==> src/design/aesbc_pkg.sv <==
// Package for the AES block cipher unit: widths, register indexes, S-boxes
// and the GF(2^8) column mixing functions. No dependencies.
package aesbc_pkg;

    localparam int SCHEDULE_WORDS = 60;
    localparam int RK_ADDR_W      = $clog2(SCHEDULE_WORDS);
    localparam int CFG_IDX_W      = 3;

    localparam logic [CFG_IDX_W-1:0] REG_KEY_LENGTH = 3'd0;
    localparam logic [CFG_IDX_W-1:0] REG_KEY_WORD_A = 3'd1;
    localparam logic [CFG_IDX_W-1:0] REG_KEY_WORD_B = 3'd2;
    localparam logic [CFG_IDX_W-1:0] REG_KEY_WORD_C = 3'd3;
    localparam logic [CFG_IDX_W-1:0] REG_KEY_WORD_D = 3'd4;

    localparam logic [1:0] KLEN_128 = 2'd0;
    localparam logic [1:0] KLEN_192 = 2'd1;

    localparam logic [7:0] GF_POLY = 8'h1b;

    // Controller to datapath commands.
    typedef struct packed {
        logic                 load_block;   // capture input block, set direction
        logic                 key_init;     // copy one key word into schedule
        logic                 key_expand;   // derive one schedule word
        logic                 rk_read;      // issue round key word read
        logic [RK_ADDR_W-1:0] rk_addr;
        logic [1:0]           rk_col;       // column captured from last read
        logic                 rk_capture;   // latch read data into column
        logic                 round_first;  // initial AddRoundKey
        logic                 round_mid;    // full round
        logic                 round_last;   // final round
        logic                 out_load;     // move state into output register
    } aesbc_cmd_t;

    typedef struct packed {
        logic encrypt;
    } aesbc_stat_t;

    localparam logic [7:0] SBOX [256] = '{
        8'h63,8'h7c,8'h77,8'h7b,8'hf2,8'h6b,8'h6f,8'hc5,8'h30,8'h01,8'h67,8'h2b,8'hfe,8'hd7,8'hab,8'h76,
        8'hca,8'h82,8'hc9,8'h7d,8'hfa,8'h59,8'h47,8'hf0,8'had,8'hd4,8'ha2,8'haf,8'h9c,8'ha4,8'h72,8'hc0,
        8'hb7,8'hfd,8'h93,8'h26,8'h36,8'h3f,8'hf7,8'hcc,8'h34,8'ha5,8'he5,8'hf1,8'h71,8'hd8,8'h31,8'h15,
        8'h04,8'hc7,8'h23,8'hc3,8'h18,8'h96,8'h05,8'h9a,8'h07,8'h12,8'h80,8'he2,8'heb,8'h27,8'hb2,8'h75,
        8'h09,8'h83,8'h2c,8'h1a,8'h1b,8'h6e,8'h5a,8'ha0,8'h52,8'h3b,8'hd6,8'hb3,8'h29,8'he3,8'h2f,8'h84,
        8'h53,8'hd1,8'h00,8'hed,8'h20,8'hfc,8'hb1,8'h5b,8'h6a,8'hcb,8'hbe,8'h39,8'h4a,8'h4c,8'h58,8'hcf,
        8'hd0,8'hef,8'haa,8'hfb,8'h43,8'h4d,8'h33,8'h85,8'h45,8'hf9,8'h02,8'h7f,8'h50,8'h3c,8'h9f,8'ha8,
        8'h51,8'ha3,8'h40,8'h8f,8'h92,8'h9d,8'h38,8'hf5,8'hbc,8'hb6,8'hda,8'h21,8'h10,8'hff,8'hf3,8'hd2,
        8'hcd,8'h0c,8'h13,8'hec,8'h5f,8'h97,8'h44,8'h17,8'hc4,8'ha7,8'h7e,8'h3d,8'h64,8'h5d,8'h19,8'h73,
        8'h60,8'h81,8'h4f,8'hdc,8'h22,8'h2a,8'h90,8'h88,8'h46,8'hee,8'hb8,8'h14,8'hde,8'h5e,8'h0b,8'hdb,
        8'he0,8'h32,8'h3a,8'h0a,8'h49,8'h06,8'h24,8'h5c,8'hc2,8'hd3,8'hac,8'h62,8'h91,8'h95,8'he4,8'h79,
        8'he7,8'hc8,8'h37,8'h6d,8'h8d,8'hd5,8'h4e,8'ha9,8'h6c,8'h56,8'hf4,8'hea,8'h65,8'h7a,8'hae,8'h08,
        8'hba,8'h78,8'h25,8'h2e,8'h1c,8'ha6,8'hb4,8'hc6,8'he8,8'hdd,8'h74,8'h1f,8'h4b,8'hbd,8'h8b,8'h8a,
        8'h70,8'h3e,8'hb5,8'h66,8'h48,8'h03,8'hf6,8'h0e,8'h61,8'h35,8'h57,8'hb9,8'h86,8'hc1,8'h1d,8'h9e,
        8'he1,8'hf8,8'h98,8'h11,8'h69,8'hd9,8'h8e,8'h94,8'h9b,8'h1e,8'h87,8'he9,8'hce,8'h55,8'h28,8'hdf,
        8'h8c,8'ha1,8'h89,8'h0d,8'hbf,8'he6,8'h42,8'h68,8'h41,8'h99,8'h2d,8'h0f,8'hb0,8'h54,8'hbb,8'h16
    };

    localparam logic [7:0] INV_SBOX [256] = '{
        8'h52,8'h09,8'h6a,8'hd5,8'h30,8'h36,8'ha5,8'h38,8'hbf,8'h40,8'ha3,8'h9e,8'h81,8'hf3,8'hd7,8'hfb,
        8'h7c,8'he3,8'h39,8'h82,8'h9b,8'h2f,8'hff,8'h87,8'h34,8'h8e,8'h43,8'h44,8'hc4,8'hde,8'he9,8'hcb,
        8'h54,8'h7b,8'h94,8'h32,8'ha6,8'hc2,8'h23,8'h3d,8'hee,8'h4c,8'h95,8'h0b,8'h42,8'hfa,8'hc3,8'h4e,
        8'h08,8'h2e,8'ha1,8'h66,8'h28,8'hd9,8'h24,8'hb2,8'h76,8'h5b,8'ha2,8'h49,8'h6d,8'h8b,8'hd1,8'h25,
        8'h72,8'hf8,8'hf6,8'h64,8'h86,8'h68,8'h98,8'h16,8'hd4,8'ha4,8'h5c,8'hcc,8'h5d,8'h65,8'hb6,8'h92,
        8'h6c,8'h70,8'h48,8'h50,8'hfd,8'hed,8'hb9,8'hda,8'h5e,8'h15,8'h46,8'h57,8'ha7,8'h8d,8'h9d,8'h84,
        8'h90,8'hd8,8'hab,8'h00,8'h8c,8'hbc,8'hd3,8'h0a,8'hf7,8'he4,8'h58,8'h05,8'hb8,8'hb3,8'h45,8'h06,
        8'hd0,8'h2c,8'h1e,8'h8f,8'hca,8'h3f,8'h0f,8'h02,8'hc1,8'haf,8'hbd,8'h03,8'h01,8'h13,8'h8a,8'h6b,
        8'h3a,8'h91,8'h11,8'h41,8'h4f,8'h67,8'hdc,8'hea,8'h97,8'hf2,8'hcf,8'hce,8'hf0,8'hb4,8'he6,8'h73,
        8'h96,8'hac,8'h74,8'h22,8'he7,8'had,8'h35,8'h85,8'he2,8'hf9,8'h37,8'he8,8'h1c,8'h75,8'hdf,8'h6e,
        8'h47,8'hf1,8'h1a,8'h71,8'h1d,8'h29,8'hc5,8'h89,8'h6f,8'hb7,8'h62,8'h0e,8'haa,8'h18,8'hbe,8'h1b,
        8'hfc,8'h56,8'h3e,8'h4b,8'hc6,8'hd2,8'h79,8'h20,8'h9a,8'hdb,8'hc0,8'hfe,8'h78,8'hcd,8'h5a,8'hf4,
        8'h1f,8'hdd,8'ha8,8'h33,8'h88,8'h07,8'hc7,8'h31,8'hb1,8'h12,8'h10,8'h59,8'h27,8'h80,8'hec,8'h5f,
        8'h60,8'h51,8'h7f,8'ha9,8'h19,8'hb5,8'h4a,8'h0d,8'h2d,8'he5,8'h7a,8'h9f,8'h93,8'hc9,8'h9c,8'hef,
        8'ha0,8'he0,8'h3b,8'h4d,8'hae,8'h2a,8'hf5,8'hb0,8'hc8,8'heb,8'hbb,8'h3c,8'h83,8'h53,8'h99,8'h61,
        8'h17,8'h2b,8'h04,8'h7e,8'hba,8'h77,8'hd6,8'h26,8'he1,8'h69,8'h14,8'h63,8'h55,8'h21,8'h0c,8'h7d
    };

    function automatic logic [7:0] xtime(input logic [7:0] a);
        xtime = {a[6:0], 1'b0} ^ (a[7] ? GF_POLY : 8'h00);
    endfunction

    function automatic logic [31:0] sub_word(input logic [31:0] w);
        sub_word = {SBOX[w[31:24]], SBOX[w[23:16]], SBOX[w[15:8]], SBOX[w[7:0]]};
    endfunction

    // Forward MixColumns on one column, byte 0 in the top byte.
    function automatic logic [31:0] mix_col(input logic [31:0] c);
        logic [7:0] a0, a1, a2, a3;
        a0 = c[31:24]; a1 = c[23:16]; a2 = c[15:8]; a3 = c[7:0];
        mix_col = {xtime(a0) ^ xtime(a1) ^ a1 ^ a2 ^ a3,
                   a0 ^ xtime(a1) ^ xtime(a2) ^ a2 ^ a3,
                   a0 ^ a1 ^ xtime(a2) ^ xtime(a3) ^ a3,
                   xtime(a0) ^ a0 ^ a1 ^ a2 ^ xtime(a3)};
    endfunction

    // Inverse MixColumns as a pre-multiply by {04,05} followed by forward mix.
    function automatic logic [31:0] inv_mix_col(input logic [31:0] c);
        logic [7:0] u, v;
        u = xtime(xtime(c[31:24] ^ c[15:8]));
        v = xtime(xtime(c[23:16] ^ c[7:0]));
        inv_mix_col = mix_col({c[31:24] ^ u, c[23:16] ^ v, c[15:8] ^ u, c[7:0] ^ v});
    endfunction

endpackage

==> src/design/aesbc_ctrl.sv <==
// AES controller: schedules key expansion, round key reads and rounds.
// Depends on aesbc_pkg.
module aesbc_ctrl (
    input  logic                    clk,
    input  logic                    rst_n,
    input  logic                    in_valid,
    output logic                    in_ready,
    output logic                    out_valid,
    input  logic                    out_ready,
    input  logic [1:0]              key_length,
    input  aesbc_pkg::aesbc_stat_t  stat,
    output aesbc_pkg::aesbc_cmd_t   cmd
);
    import aesbc_pkg::*;

    typedef enum logic [2:0] {
        ST_IDLE,
        ST_KEY_INIT,
        ST_KEY_EXP,
        ST_RK_FETCH,
        ST_ROUND,
        ST_DONE
    } state_t;

    state_t               state_reg, state_next;
    logic [RK_ADDR_W-1:0] cnt_reg, cnt_next;      // schedule word or fetch index
    logic [3:0]           round_reg, round_next;  // rounds done so far
    logic                 out_valid_reg, out_valid_next;
    logic [3:0]           nk, nr;
    logic [RK_ADDR_W-1:0] total;
    logic [3:0]           rk_round;
    logic                 accept;

    always_comb
    begin
        unique case (key_length)
            KLEN_128: nk = 4'd4;
            KLEN_192: nk = 4'd6;
            default:  nk = 4'd8;
        endcase
        nr    = nk + 4'd6;
        total = RK_ADDR_W'({nr + 4'd1, 2'b00});
    end

    // Round key index: encryption walks up, decryption walks down.
    assign rk_round = stat.encrypt ? round_reg : (nr - round_reg);
    assign in_ready = (state_reg == ST_IDLE);
    assign accept   = in_valid && in_ready;
    assign out_valid = out_valid_reg;

    always_comb
    begin
        state_next     = state_reg;
        cnt_next       = cnt_reg;
        round_next     = round_reg;
        out_valid_next = out_valid_reg;
        cmd            = '0;
        cmd.rk_addr    = RK_ADDR_W'({rk_round, 2'b00}) + cnt_reg;
        cmd.rk_col     = 2'(cnt_reg - RK_ADDR_W'(1));

        unique case (state_reg)
            ST_IDLE:
            begin
                if (accept)
                begin
                    cmd.load_block = 1'b1;
                    cnt_next       = '0;
                    state_next     = ST_KEY_INIT;
                end
            end
            ST_KEY_INIT:
            begin
                cmd.key_init = 1'b1;
                cnt_next     = cnt_reg + RK_ADDR_W'(1);
                if (cnt_reg == RK_ADDR_W'(nk - 4'd1))
                begin
                    state_next = ST_KEY_EXP;
                end
            end
            ST_KEY_EXP:
            begin
                cmd.key_expand = 1'b1;
                cnt_next       = cnt_reg + RK_ADDR_W'(1);
                if (cnt_reg == total - RK_ADDR_W'(1))
                begin
                    cnt_next   = '0;
                    round_next = '0;
                    state_next = ST_RK_FETCH;
                end
            end
            ST_RK_FETCH:
            begin
                // read words 0..3 of the round key, capture each in the next cycle
                cmd.rk_read    = (cnt_reg < RK_ADDR_W'(4));
                cmd.rk_capture = (cnt_reg != '0);
                cnt_next       = cnt_reg + RK_ADDR_W'(1);
                if (cnt_reg == RK_ADDR_W'(4))
                begin
                    state_next = ST_ROUND;
                end
            end
            ST_ROUND:
            begin
                cnt_next = '0;
                if (round_reg == 4'd0)
                begin
                    cmd.round_first = 1'b1;
                end
                else if (round_reg == nr)
                begin
                    cmd.round_last = 1'b1;
                end
                else
                begin
                    cmd.round_mid = 1'b1;
                end
                if (round_reg == nr)
                begin
                    state_next = ST_DONE;
                end
                else
                begin
                    round_next = round_reg + 4'd1;
                    state_next = ST_RK_FETCH;
                end
            end
            ST_DONE:
            begin
                if (!out_valid_reg || out_ready)
                begin
                    cmd.out_load   = 1'b1;
                    out_valid_next = 1'b1;
                    state_next     = ST_IDLE;
                end
            end
            default:
            begin
                state_next = ST_IDLE;
            end
        endcase

        if (out_valid_reg && out_ready && !cmd.out_load)
        begin
            out_valid_next = 1'b0;
        end
    end

    always_ff @(posedge clk or negedge rst_n)
    begin
        if (!rst_n)
        begin
            state_reg     <= ST_IDLE;
            cnt_reg       <= '0;
            round_reg     <= '0;
            out_valid_reg <= 1'b0;
        end
        else
        begin
            state_reg     <= state_next;
            cnt_reg       <= cnt_next;
            round_reg     <= round_next;
            out_valid_reg <= out_valid_next;
        end
    end
endmodule

==> config.mk <==
export PLATFORM = sky130hd
export DESIGN_NAME = aesbc_ctrl
export DESIGN_NICKNAME = d
export VERILOG_FILES = /design/src/design/aesbc_pkg.sv /design/src/design/aesbc_ctrl.sv
export SDC_FILE = /design/constraint.sdc
export NUM_CORES = 1
export LEC_CHECK = 0
export ABC_AREA = 1
export CAP_MARGIN = 25
export CORE_ASPECT_RATIO = 1.1
export CORE_UTILIZATION = 30
export DETAILED_ROUTE_END_ITERATION = 16
export DONT_BUFFER_PORTS = 1
export HOLD_SLACK_MARGIN = 0.05
export MAX_ROUTING_LAYER = met4
export PLACE_DENSITY = 0.47
export SYNTH_ARGS = -nofsm -noshare
export SYNTH_HDL_FRONTEND = slang
export SYNTH_SLANG_ARGS = --single-unit
==> constraint.sdc <==
create_clock -name clk -period 3.35 [get_ports clk]
set_input_delay 0.1675 -clock clk [delete_from_list [all_inputs] [get_ports clk]]
set_output_delay 0.1675 -clock clk [all_outputs]
set_load 0.01 [all_outputs]
# Word level (Yosys, flattened, before mapping)
# Index checks and enable logic that the tools add are counted.
# word_totals
ff_bits	14
out_inout_bits	19
elab_cells	80
# classes
n_addsub	9
n_lt_le_gt_ge	1
eq_ne	16
muxes	31
reduce_logical	19
# ops
operator	n
6-bit one-hot mux with 4 select lines	1
3-bit 2-to-1 mux	7
3-bit one-hot mux with 6 select lines	1
4-bit one-hot mux with 2 select lines	2
1-bit 2-to-1 mux	14
6-bit == test	2
4-bit 2-to-1 mux	3
6-bit 2-to-1 mux	2
2-bit inequality test, second input constant	5
4-bit by 1-bit adder with 4-bit output, second input constant	2
6-bit by 1-bit adder with 6-bit output, second input constant	1
6-bit adder	1
3-bit by 2-bit == test with 1-bit output, second input constant	2
3-bit == test, second input constant	2
6-bit by 3-bit == test with 1-bit output, second input constant	1
6-bit by 3-bit less-than comparator with 1-bit output, second input constant	1
2-bit nonzero test	3
6-bit nonzero test	1
6-bit by 1-bit subtractor with 6-bit output, second input constant	1
5-bit AND reduction	1
4-bit by 1-bit subtractor with 5-bit output, second input constant	1
4-bit by 3-bit adder with 4-bit output, second input constant	1
4-bit == test	1
4-bit logical NOT	1
other kinds (15)	19

# Logic depth before layout (Yosys ltp)
# depth
ltp_word	8
ltp_mapped	12
ltp_nobuf	12

# Worst setup path after synthesis
# No wires, ideal clock.
# synth_timing
path_kind	reg-to-output
startpoint	reg round_reg[0]
endpoint	out cmd[12] in the netlist's numbering
arrival_time_ps	2048
required_time_ps	3182
slack_ps	1135
stages_incl_launch_ff	12
path_cell_list	dfrtp_1 -> inv_1 -> fa_1 -> xnor2_1 -> a21oi_1 -> ha_1 -> a21oi_1 -> nand2_1 -> nand2_1 -> nand2_1 -> xor2_1 -> inv_1
# synth_lines
element	line_no	rtl
start: declaration	aesbc_ctrl.sv:27	logic [3:0] round_reg, round_next;
start signal: assignment	aesbc_ctrl.sv:161	round_reg <= round_next;
end: declaration	aesbc_ctrl.sv:12	output aesbc_pkg::aesbc_cmd_t cmd

==> flow_summary.json <==
{
  "fin_crit_ns": 2.67,
  "gr-total-overflow": 0,
  "combPwrFrac_pct": 55.4,
  "port_buffers": 0,
  "drive_gt1_share_pct": 10.6,
  "start_util_pct": 31.6,
  "timing.fmax_ghz": 0.374,
  "dieArea_um2": 4480,
  "cpLargestDelayFamily": "adder cells",
  "max_slew_margin_pct": 55.0,
  "cts_setup_buffers": 0,
  "maxCapViolCount": 0,
  "mappedNetlistArea_um2": 1260,
  "insertion_delay_ns": 0.25,
  "syn_to_final_growth_pct": 8.71,
  "mostFrequentLayoutCell": "nand2_1",
  "clock-sinks": 14,
  "worst_slack_ns": 0.676,
  "p_int_mw": 0.506,
  "yosysSeqAreaShare_pct": 27.7,
  "leakagePower_nw": 0.711,
  "period_share_pct": 79.8,
  "ff2ff_path_depth": 9,
  "hpwl_um": 2310,
  "cts_resized": 0,
  "finalSetupViolCount": 0,
  "grt_use_total_pct": 13.9,
  "clock_path_buffers": 2,
  "post_drt_wl_per_cell_um": 12.3,
  "grt_max_degree": 15,
  "path_cells": "inv_1, fa_1, xnor2_1, a21oi_1, ha_1, a21oi_1, nand2_1, nand2_1, nand2_1, xor2_1, inv_1",
  "critPathSlowestCell": "dfrtp_1",
  "hold_end": "out_valid",
  "die_h_um": 70.1,
  "grt_pass1_vias": 1025,
  "worstPathArrival_ns": 2.51,
  "pwr_density_cell_nw_per_um2": 758,
  "seq_power_share_pct": 28.2,
  "critPathMostFrequentCell": "nand2_1",
  "place_ws_ns": 0.938,
  "finalHoldViolCount": 0,
  "io_pins": 26,
  "hold-path-cell-count": 3,
  "mostFrequentLayoutCells": "nand2_1 (41), inv_1 (23), nor2_1 (20)",
  "synth_cell_types": 31,
  "fin_setup_tns_ns": 0,
  "diodes": 0,
  "ys_ff_latch": 14,
  "crit_type": "reg2out",
  "gp_congestion": 0.795,
  "yosysWarnings": 0,
  "r2r_setup_slack_ns": 1.53,
  "synth_nets": 197,
  "peakVddDrop_v": 0.000343,
  "status": "complete, no violations",
  "power.switching_mw": 0.535,
  "drt_iter0_markers": 37,
  "skew_ns": 0.00526,
  "hold_path.startpoint": "out_ready",
  "required_ns": 3.18,
  "worstMarginPinSlew_ns": 0.673,
  "syn_inst": 178,
  "viasPerCell": 4.77,
  "hold_ws_ns": 0.123,
  "htreeDepth": 1,
  "cts_root_buf": "clkbuf_8",
  "hold_path.class": "in2reg",
  "grt_pass1_wl_um": 4710,
  "cp_max_fo": 7,
  "antenna_found_initial": 0,
  "nets": 200,
  "crit_buf_inv": 2,
  "r2r_start": "round_reg[1]",
  "worstSetupPathDepth": 11,
  "synth_area_per_cell_um2": 7.10,
  "first_pass_iters": 4,
  "rows": 24,
  "switching_share_pct": 51.4,
  "die_w_um": 63.9,
  "slew_violations": 0,
  "endpoint_kind": "output pin",
  "rsz0062_at_grt": "no",
  "numCtsBuffers": 3,
  "drc_errors": 0,
  "clk_pin_slew_ns": 0.06,
  "timing.rr.end": "round_reg[2]",
  "drt.antenna.violating_nets": 0,
  "hold_buffers": 1,
  "cts_tree": "yes",
  "cp_slowest_stage_delay_ns": 0.46,
  "drt_wl_total_um": 2850,
  "cp-start-kind": "flop",
  "vias": 1107,
  "largest_reg_flops": 6,
  "core_um2": 3990,
  "pwr-share-clk_pct": 16.4
}
through the flow:
| stage | power, mW | area (µm²) | std cells | utilization (%) |
|---|---|---|---|---|
| detailed placement | 0.876 | 1310 | 227 | 32.8 |
| finish | 1.04 | 1370 | 232 | 34.4 |
| global route | 1.15 | 1370 | 232 | 34.4 |
| floorplan | 0.774 | 1260 | 178 | - |
| CTS | 1.06 | 1370 | 232 | 34.4 |
| global placement | 0.875 | 1310 | 227 | 32.8 |
per-layer routing:
layer	routed length [µm]	share of wire [%]	vias up	track usage [%]
met4	22	0.77	0	4.55
met5	0	0	-	-
met2	1320	46	22	22.2
met1	1390	49	511	18.5
met3	108	3.8	2	1.14
li1	-	-	572	-
Yosys cell counts:
| cell type | n | area, µm² |
|---|---|---|
| nor2_4 | 2 | 22.5 |
| o221ai_1 | 1 | 8.76 |
| nor2_1 | 20 | 75.1 |
| a31oi_1 | 1 | 6.26 |
| buf_4 | 2 | 15.0 |
| xor2_1 | 8 | 70.1 |
| a21oi_1 | 5 | 25.0 |
| nand3_2 | 1 | 10.0 |
| o21ai_2 | 1 | 8.76 |
| nand4_1 | 2 | 12.5 |
| xnor2_1 | 2 | 17.5 |
| nor3_1 | 1 | 5.00 |
| o21ai_0 | 7 | 35.0 |
| or2_0 | 1 | 6.26 |
| ha_1 | 10 | 125 |
| nor2_2 | 2 | 12.5 |
| fa_1 | 2 | 40.0 |
| nand2_2 | 1 | 6.26 |
| o211ai_1 | 1 | 7.51 |
| nand3b_1 | 1 | 7.51 |
| nor4_1 | 1 | 6.26 |
| nand3_1 | 16 | 80.1 |
| nand2_4 | 2 | 22.5 |
| inv_1 | 23 | 86.3 |
| o21bai_1 | 1 | 7.51 |
| buf_2 | 1 | 5.00 |
| or2_2 | 1 | 6.26 |
| inv_2 | 5 | 18.8 |
| o21ai_1 | 2 | 10.0 |
| nand2_1 | 41 | 154 |
| dfrtp_1 | 14 | 350 |
cell families after synthesis:
kind of cell | count (synthesis) | share of synthesized area, %
buf+inv | 31 | 9.90
xor+xnor | 10 | 6.93
compound gates | 19 | 8.61
fa+ha+maj | 12 | 13.1
simple gates | 92 | 33.8
flops | 14 | 27.7
power by group through the flow:
| stage | Sequential (mW) | Clock [mW] | Combinational [mW] |
|---|---|---|---|
| final | 0.294 | 0.171 | 0.577 |
| after global routing | 0.303 | 0.183 | 0.667 |
| after CTS | 0.295 | 0.176 | 0.587 |
| after detailed placement | 0.298 | 0 | 0.578 |
| after global placement | 0.296 | 0 | 0.580 |
| after floorplan | 0.273 | 0 | 0.501 |
worst max-delay path by stage:
stage          slack, ns      end    startpoint
2_1_floorplan       1.13  cmd[12]  round_reg[0]
3_3_place_gp        1.04  cmd[12]  round_reg[0]
3_5_place_dp        0.94  cmd[12]  round_reg[0]
4_1_cts             0.66  cmd[12]  round_reg[0]
5_1_grt             0.49  cmd[12]  round_reg[0]
6_report            0.68  cmd[12]  round_reg[0]
final cells by class:
type / count / area [µm²]
Timing Repair Buffer: 1 / 10.0
Tap cell: 52 / 65.1
Fill cell: 440 / 2620
Clock buffer: 4 / 55.1
Sequential cell: 14 / 350
Multi-Input combinational cell: 133 / 788
Inverter: 28 / 105
worst reg2reg max path, cell delays in order, from the launching register on:
cell     delay, ns
dfrtp_1       0.39
inv_1         0.12
ha_1          0.33
ha_1          0.19
nand3_1       0.19
nand2_1       0.15
nand2_1       0.12
nand2_2       0.09
nand2_1       0.06
o21ai_1       0.06
Note: power is estimated with default switching activity, not from simulation.
